`src/design/c8ie_pkg.sv`:
```
// Shared types and opcode constants of the CHIP-8 execute unit.
`default_nettype none

package c8ie_pkg;

    // Request kinds carried in tuser
    localparam logic [1:0] OP_EXEC     = 2'd0;
    localparam logic [1:0] OP_WRITE    = 2'd1;
    localparam logic [1:0] OP_READ_ROW = 2'd2;

    // Top nibble of the instruction word
    localparam logic [3:0] OPC_SYS     = 4'h0;
    localparam logic [3:0] OPC_JP      = 4'h1;
    localparam logic [3:0] OPC_CALL    = 4'h2;
    localparam logic [3:0] OPC_SE_IMM  = 4'h3;
    localparam logic [3:0] OPC_SNE_IMM = 4'h4;
    localparam logic [3:0] OPC_SE_REG  = 4'h5;
    localparam logic [3:0] OPC_LD_IMM  = 4'h6;
    localparam logic [3:0] OPC_ADD_IMM = 4'h7;
    localparam logic [3:0] OPC_ALU     = 4'h8;
    localparam logic [3:0] OPC_SNE_REG = 4'h9;
    localparam logic [3:0] OPC_LD_I    = 4'hA;
    localparam logic [3:0] OPC_JP_V0   = 4'hB;
    localparam logic [3:0] OPC_RND     = 4'hC;
    localparam logic [3:0] OPC_DRW     = 4'hD;
    localparam logic [3:0] OPC_KEY     = 4'hE;
    localparam logic [3:0] OPC_MISC    = 4'hF;

    localparam logic [15:0] INS_CLS = 16'h00E0;
    localparam logic [15:0] INS_RET = 16'h00EE;

    // Low nibble of 8xyn
    localparam logic [3:0] ALU_LD   = 4'h0;
    localparam logic [3:0] ALU_OR   = 4'h1;
    localparam logic [3:0] ALU_AND  = 4'h2;
    localparam logic [3:0] ALU_XOR  = 4'h3;
    localparam logic [3:0] ALU_ADD  = 4'h4;
    localparam logic [3:0] ALU_SUB  = 4'h5;
    localparam logic [3:0] ALU_SHR  = 4'h6;
    localparam logic [3:0] ALU_SUBN = 4'h7;
    localparam logic [3:0] ALU_SHL  = 4'hE;

    // Low byte of Ex and Fx forms
    localparam logic [7:0] KEY_SKP     = 8'h9E;
    localparam logic [7:0] KEY_SKNP    = 8'hA1;
    localparam logic [7:0] MISC_LD_DT  = 8'h07;
    localparam logic [7:0] MISC_WAIT   = 8'h0A;
    localparam logic [7:0] MISC_SET_DT = 8'h15;
    localparam logic [7:0] MISC_SET_ST = 8'h18;
    localparam logic [7:0] MISC_ADD_I  = 8'h1E;
    localparam logic [7:0] MISC_FONT   = 8'h29;
    localparam logic [7:0] MISC_STORE  = 8'h55;
    localparam logic [7:0] MISC_LOAD   = 8'h65;

    localparam logic [3:0]  REG_VF  = 4'hF;
    localparam logic [11:0] PC_STEP = 12'd2;
    localparam logic [11:0] PC_SKIP = 12'd4;

    localparam int IN_DATA_W  = 56;
    localparam int OUT_DATA_W = 120;
    localparam int ROW_W      = 64;

    typedef enum logic [3:0] {
        S_IDLE,
        S_READ,
        S_EXEC,
        S_WB,
        S_REDUCE,
        S_DRAW_RD,
        S_DRAW_WR,
        S_MOVE_RD,
        S_MOVE_WR,
        S_ROW,
        S_DONE
    } t_state;

    typedef enum logic [2:0] {
        K_SIMPLE,
        K_DRAW,
        K_STORE,
        K_LOAD,
        K_ROW
    } t_kind;

    typedef struct packed {
        logic       capture;
        logic       rd_regs;
        logic       exec;
        logic       wb;
        logic       reduce;
        logic       draw_rd;
        logic       draw_wr;
        logic       move_rd;
        logic       move_wr;
        logic       row_rd;
        logic       load_out;
        logic [3:0] cnt;
    } t_cmd;

    typedef struct packed {
        t_kind      kind;
        logic [3:0] n;
        logic [3:0] x;
        logic       reduce_done;
    } t_status;

endpackage

`default_nettype wire

```
`src/design/c8ie_ctrl.sv`:
```
// Controller state machine of the CHIP-8 execute unit.
`default_nettype none

module c8ie_ctrl (
    input  wire              i_clk,
    input  wire              i_rst_n,
    input  wire              i_s_valid,
    output logic             o_s_ready,
    output logic             o_m_valid,
    input  wire              i_m_ready,
    input  c8ie_pkg::t_status i_status,
    output c8ie_pkg::t_cmd   o_cmd
);

    c8ie_pkg::t_state r_state, n_state;
    logic [3:0]       r_cnt, n_cnt;
    logic             r_out_valid, n_out_valid;

    always_ff @(posedge i_clk) begin
        if (!i_rst_n) begin
            r_state     <= c8ie_pkg::S_IDLE;
            r_cnt       <= '0;
            r_out_valid <= 1'b0;
        end else begin
            r_state     <= n_state;
            r_cnt       <= n_cnt;
            r_out_valid <= n_out_valid;
        end
    end

    always_comb begin
        n_state     = r_state;
        n_cnt       = r_cnt;
        n_out_valid = r_out_valid && !i_m_ready;
        o_cmd       = '0;
        o_cmd.cnt   = r_cnt;
        o_s_ready   = 1'b0;
        unique case (r_state)
            c8ie_pkg::S_IDLE: begin
                o_s_ready = 1'b1;
                if (i_s_valid) begin
                    o_cmd.capture = 1'b1;
                    n_state       = c8ie_pkg::S_READ;
                end
            end
            c8ie_pkg::S_READ: begin
                o_cmd.rd_regs = 1'b1;
                n_state       = c8ie_pkg::S_EXEC;
            end
            c8ie_pkg::S_EXEC: begin
                o_cmd.exec = 1'b1;
                n_cnt      = '0;
                unique case (i_status.kind)
                    c8ie_pkg::K_DRAW:                  n_state = c8ie_pkg::S_REDUCE;
                    c8ie_pkg::K_STORE, c8ie_pkg::K_LOAD: n_state = c8ie_pkg::S_MOVE_RD;
                    c8ie_pkg::K_ROW:                   n_state = c8ie_pkg::S_ROW;
                    default:                           n_state = c8ie_pkg::S_WB;
                endcase
            end
            c8ie_pkg::S_WB: begin
                o_cmd.wb = 1'b1;
                n_state  = c8ie_pkg::S_DONE;
            end
            c8ie_pkg::S_REDUCE: begin
                o_cmd.reduce = 1'b1;
                if (i_status.reduce_done) begin
                    n_state = c8ie_pkg::S_DRAW_RD;
                end
            end
            c8ie_pkg::S_DRAW_RD: begin
                o_cmd.draw_rd = 1'b1;
                n_state       = c8ie_pkg::S_DRAW_WR;
            end
            c8ie_pkg::S_DRAW_WR: begin
                o_cmd.draw_wr = 1'b1;
                if (r_cnt == i_status.n - 4'd1) begin
                    n_state = c8ie_pkg::S_DONE;
                end else begin
                    n_cnt   = r_cnt + 4'd1;
                    n_state = c8ie_pkg::S_DRAW_RD;
                end
            end
            c8ie_pkg::S_MOVE_RD: begin
                o_cmd.move_rd = 1'b1;
                n_state       = c8ie_pkg::S_MOVE_WR;
            end
            c8ie_pkg::S_MOVE_WR: begin
                o_cmd.move_wr = 1'b1;
                if (r_cnt == i_status.x) begin
                    n_state = c8ie_pkg::S_DONE;
                end else begin
                    n_cnt   = r_cnt + 4'd1;
                    n_state = c8ie_pkg::S_MOVE_RD;
                end
            end
            c8ie_pkg::S_ROW: begin
                o_cmd.row_rd = 1'b1;
                n_state      = c8ie_pkg::S_DONE;
            end
            c8ie_pkg::S_DONE: begin
                // hold until the output register is free
                if (!r_out_valid || i_m_ready) begin
                    o_cmd.load_out = 1'b1;
                    n_out_valid    = 1'b1;
                    n_state        = c8ie_pkg::S_IDLE;
                end
            end
            default: n_state = c8ie_pkg::S_IDLE;
        endcase
    end

    assign o_m_valid = r_out_valid;

endmodule

`default_nettype wire

```
`config.mk`:
```
export PLATFORM = sky130hd
export DESIGN_NAME = c8ie_ctrl
export DESIGN_NICKNAME = d
export VERILOG_FILES = /design/src/design/c8ie_pkg.sv /design/src/design/c8ie_ctrl.sv
export SDC_FILE = /design/constraint.sdc
export NUM_CORES = 1
export LEC_CHECK = 0
export CAP_MARGIN = 15
export CORE_MARGIN = 4
export CORE_UTILIZATION = 55
export DETAILED_ROUTE_END_ITERATION = 16
export DONT_BUFFER_PORTS = 1
export MAX_ROUTING_LAYER = met4
export PLACE_DENSITY = 0.79
export SLEW_MARGIN = 20
export SYNTH_ARGS = -nofsm -noshare
export SYNTH_HDL_FRONTEND = slang
export SYNTH_SLANG_ARGS = --single-unit
```
`constraint.sdc`:
```
create_clock -name i_clk -period 2.5 [get_ports i_clk]
set_input_delay 0.375 -clock i_clk [delete_from_list [all_inputs] [get_ports i_clk]]
set_output_delay 0.375 -clock i_clk [all_outputs]
set_load 0.02 [all_outputs]
```
=== Yosys cells after proc, flatten, opt, wreduce, memory -nomap -nowiden ===
Index checks and enable logic that the tools add are counted.
Widths: inputs -> output; s select.

* Flip-flop bits (word level): 9
* Input port bits: 16
* Output and inout bits: 17

* $add $sub $neg: 2
* Equality and inequality tests: 21
* Mux-type cells: 26
* Reduce and logical (&&, ||, !) cells: 10

{| class="wikitable"
|+ Operators with widths
! operator !! count
|-
| $pmux 4 s10 || 1
|-
| $mux 4 || 7
|-
| $pmux 4 s3 || 2
|-
| $eq 4x3->1 const B || 4
|-
| $mux 1 || 16
|-
| $eq 4x4->1 const B || 3
|-
| $ne 2x2->1 const B || 5
|-
| $eq 4x2->1 const B || 2
|-
| $eq 4x4->1 || 2
|-
| $eq 3x2->1 const B || 2
|-
| $reduce_and 3->1 || 2
|-
| $add 4x1->4 const B || 1
|-
| $eq 4x1->1 const B || 1
|-
| $logic_not 4->1 || 1
|-
| $reduce_or 2->1 || 2
|-
| $sub 4x1->4 const B || 1
|-
| $eq 3x1->1 const B || 1
|-
| $eq 3x3->1 const B || 1
|-
| $reduce_bool 3->1 || 1
|-
| $logic_not 1->1 || 2
|-
| $logic_and 1x1->1 || 1
|-
| $logic_or 1x1->1 || 1
|}

=== Logic depth before layout (Yosys ltp) ===
* Word-level depth: 4
* Depth in mapped cells: 7
* Mapped depth without buffers: 7

=== Worst setup path after synthesis ===
OpenSTA, ideal clock, no wires.

* Path type: register to output
* From: reg r_state[3]
* To: out o_cmd[14] (netlist bit)
* Arrival: 1.748 ns
* Slack: 0.377 ns
* Stages on the path, launching flop included: 4
* Path buffers: 1
* Path through: dfxtp_1 -> clkbuf_1 -> nor4_1 -> and2_1

{| class="wikitable"
|+ RTL lines
! element !! RTL line !! RTL
|-
| start, declared || c8ie_ctrl.sv:15 || <nowiki>c8ie_pkg::t_state r_state, n_state;</nowiki>
|-
| start signal, assigned || c8ie_ctrl.sv:21 || <nowiki>r_state <= c8ie_pkg::S_IDLE;</nowiki>
|-
| start signal, assigned || c8ie_ctrl.sv:25 || <nowiki>r_state <= n_state;</nowiki>
|-
| end, declared || c8ie_ctrl.sv:12 || <nowiki>output c8ie_pkg::t_cmd o_cmd</nowiki>
|}

=== Worst setup path after layout ===
* From: reg r_state[2]
* To: reg r_state[0]

* Word-level cells in the longest chain between the ends: 3

{| class="wikitable"
|+ RTL lines
! element !! RTL line !! RTL
|-
| $eq 4x4->1, or another cell as far along || c8ie_ctrl.sv:38 || <nowiki>unique case (r_state)</nowiki>
|-
| $reduce_or 2->1 (no source line) / $ne 2x2->1 (equally long branches) || -- ||
|-
| $pmux 4 s10 / $reduce_and 3->1 (equally long branches) || -- ||
|}

Parallel ways exist; a longest one is shown, timed or not.
A chain may end at the register's enable or synchronous reset.

==> results.md <==
* Synth warnings at 0
* Detailed Route WL at 1.97 mm
* Post-synthesis cell area at 820 sq um
* Clock Latency Late Sink at 0.26 ns
* Largest net degree at the start of global routing at 16
* Worst slew pin tran at 0.624 ns
* Initial antenna violation count at 0
* Non-Filler Instances at 125
* Synth area leader: dfxtp_1
* GPL Wtd Cong at 0.822
* Yosys cell types at 39
* Wirelength per Cell at 15.8 microns
* Post-synth EDFFs at 0
* LEAKAGE at 0.351 nW
* Asr flop ratio synth at 0%
* Clock tree buffer depth at 2
* Global-route wire length before repair at 3.07 mm
* Maximum VDD drop at 588 uV
* CTS tree: built
* Syn Inst Count at 105
* RSZ-0062 raised after global routing: no
* Fin Setup TNS at 0 ns
* Hold Vio Cnt, Final at 0
* Vias in the first global route at 694
* Num ports at 33
* Total CTS buffers at 3
* Pins over their slew limit at 0
* Period Utilization, post-route at 82.3%
* Core Footprint at 1350 sq um
* Share of layout cells above drive strength 1 at 14.5%
* CP Capture Point: r_state[0]$_SDFFE_PN0P_
* Postcts setup bufs at 0
* Synth Area per Inst at 7.81 sq um
* Root Buffer Master: clkbuf_4
* Setup CP Type: flip-flop to flip-flop
* Setup crit end kind: flip-flop
* Post-cts resize count at 0
* Top-count cell post-synth: nor2_1
* Reg2reg start: r_state[2]$_SDFFE_PN0P_
* Fillers at 114
* Synth top cells by count: nor2_1, dfxtp_1, inv_1, nor3_1
* Pre-CTS setup slack at 0.460 ns
* Synth-to-layout area growth at 8.70%
* Top post-synthesis cells by area: dfxtp_1, xnor2_1, xor2_1
* Final HPWL DP at 1.56 mm
* Final WS setup at 0.442 ns
* Overall routing resource usage at 20.3%
* Final setup vio count at 0
* Tmin final at 2.06 ns
* Seq cells post-synth at 9
* PortBufs at 0
* Syn nets at 123
* Die Wd at 46.6 microns
* Vias/cell at 6.25
* Final Skew at 0.000534 ns
* Critical Path RT at 2.65 ns
* Share of the synthesized area in the top cell type at 22.0%
* Die Y at 46.6 microns
* Clock-pin slew on the worst setup and hold paths at 0.06 ns
* Hold-fix buffers at CTS at 0
* Tightest Hold Check Type: primary input to flip-flop
* Vias at 781
* FF-to-FF setup slack at 0.44 ns
* Nets@finish at 129
* Crit path max fanout at 11
* Clock sinks at 9
* R2R depth at 5
* Post-synthesis sequential area ratio at 22.0%
* Diode count at 0
* Hold path start: i_rst_n
* Critical path arrival at 2.21 ns
* Dpl cells at 121
* GRT overflow at 0
* Footprint of the multi-input gates at 593 sq um
* DRT iter0 DRCs at 23
* DIE AREA at 2170 sq um
* # H-tree levels at 1
* Synth Flop Type: dfxtp_1
* Initial core utilization at 60.7%
* R2r endpoint: r_state[0]$_SDFFE_PN0P_
* First drt pass iteration count at 4
* Startpoint types: flip-flop
* Pwr Density at 879 nW/um^2
* DRC at 0
* Row count at 13
* Seq. cell area at 180 sq um
* Status: finished, final reports clean
* Hold_ws at 0.233 ns
* ANT nets after route at 0
* Relative slew slack at 58.1%
* Max frequency at 486 MHz
* Max cap viols at 0
* Critical path origin: r_state[2]$_SDFFE_PN0P_
## registers in the layout, indices dropped and copies added (netlist names)
signal     count
o_m_valid      1
r_cnt          4
r_state        4
## how the worst min path moves through the flow
stage / end / slack, ns / cells past startpoint
2_1_floorplan: r_cnt[1]$_SDFFE_PN0P_ / 0.61 / 2
3_3_place_gp: r_state[2]$_SDFFE_PN0P_ / 0.50 / 1
3_5_place_dp: o_m_valid$_SDFF_PN0_ / 0.50 / 1
4_1_cts: r_state[2]$_SDFFE_PN0P_ / 0.22 / 1
5_1_grt: r_state[2]$_SDFFE_PN0P_ / 0.22 / 1
6_report: r_state[2]$_SDFFE_PN0P_ / 0.23 / 1
## metal layers
layer | track usage [%] | part of all wire [%] | wire, microns
met4 | 5.11 | 0.41 | 8
met5 | - | 0 | 0
met3 | 5.86 | 6.2 | 122
met1 | 27.6 | 48 | 936
met2 | 29.1 | 46 | 902
## cell families (layout without fill, tap and decap cells)
group | Yosys count | after routing | synth area share [%]
buf+inv | 12 | 17 | 5.65
simple gates | 45 | 45 | 30.7
xor+xnor | 10 | 10 | 10.7
fa+ha+maj | 2 | 2 | 3.05
flops | 9 | 9 | 22.0
compound gates | 26 | 26 | 26.1
mux | 1 | 1 | 1.83
## layout make-up
type | count | area share (%)
tap | 15 | 2.11
clock buffer | 3 | 2.53
clock inverter | 1 | 0.562
multi-input combinational | 84 | 66.6
sequential | 9 | 20.2
timing repair buffer | 6 | 5.06
inverter | 7 | 2.95
## layout by cell type, fill, tap and decap left out, drive strengths merged, types with 3 or more instances in the layout
cell    synthesis  layout
buf             1       6
nand2           6       6
o22ai           3       3
nand2b          7       7
nor2           11      11
xnor2           5       5
nor3            8       8
a21oi           3       3
o21ai           4       4
clkbuf          4       3
inv             7       7
xor2            5       5
dfxtp           9       9
## critical path, cell delays in order, from the launching register on
cell       delay (ns)
dfxtp_1          0.53
and4bb_1         0.44
o211ai_1         0.19
a2111oi_4        0.33
a211oi_2         0.09
o311a_1          0.36
## where the power goes
group	internal (W)	switching (W)	total (W)	leakage (nW)
registers	0.000172	0.0000495	0.000222	0.0732
clock network	0.0000591	0.0000527	0.000112	0.0177
logic	0.000171	0.000278	0.000450	0.260
## stage by stage
stage / util [%] / total power, W / cell area [sq um]
floorplan: - / 0.000575 / 820
global placement: 63.9 / 0.000662 / 863
detailed placement: 63.9 / 0.000673 / 863
CTS: 66.0 / 0.000788 / 891
global route: 66.0 / 0.000849 / 891
finish: 66.0 / 0.000783 / 891
Power figures use the tool's default switching activity.
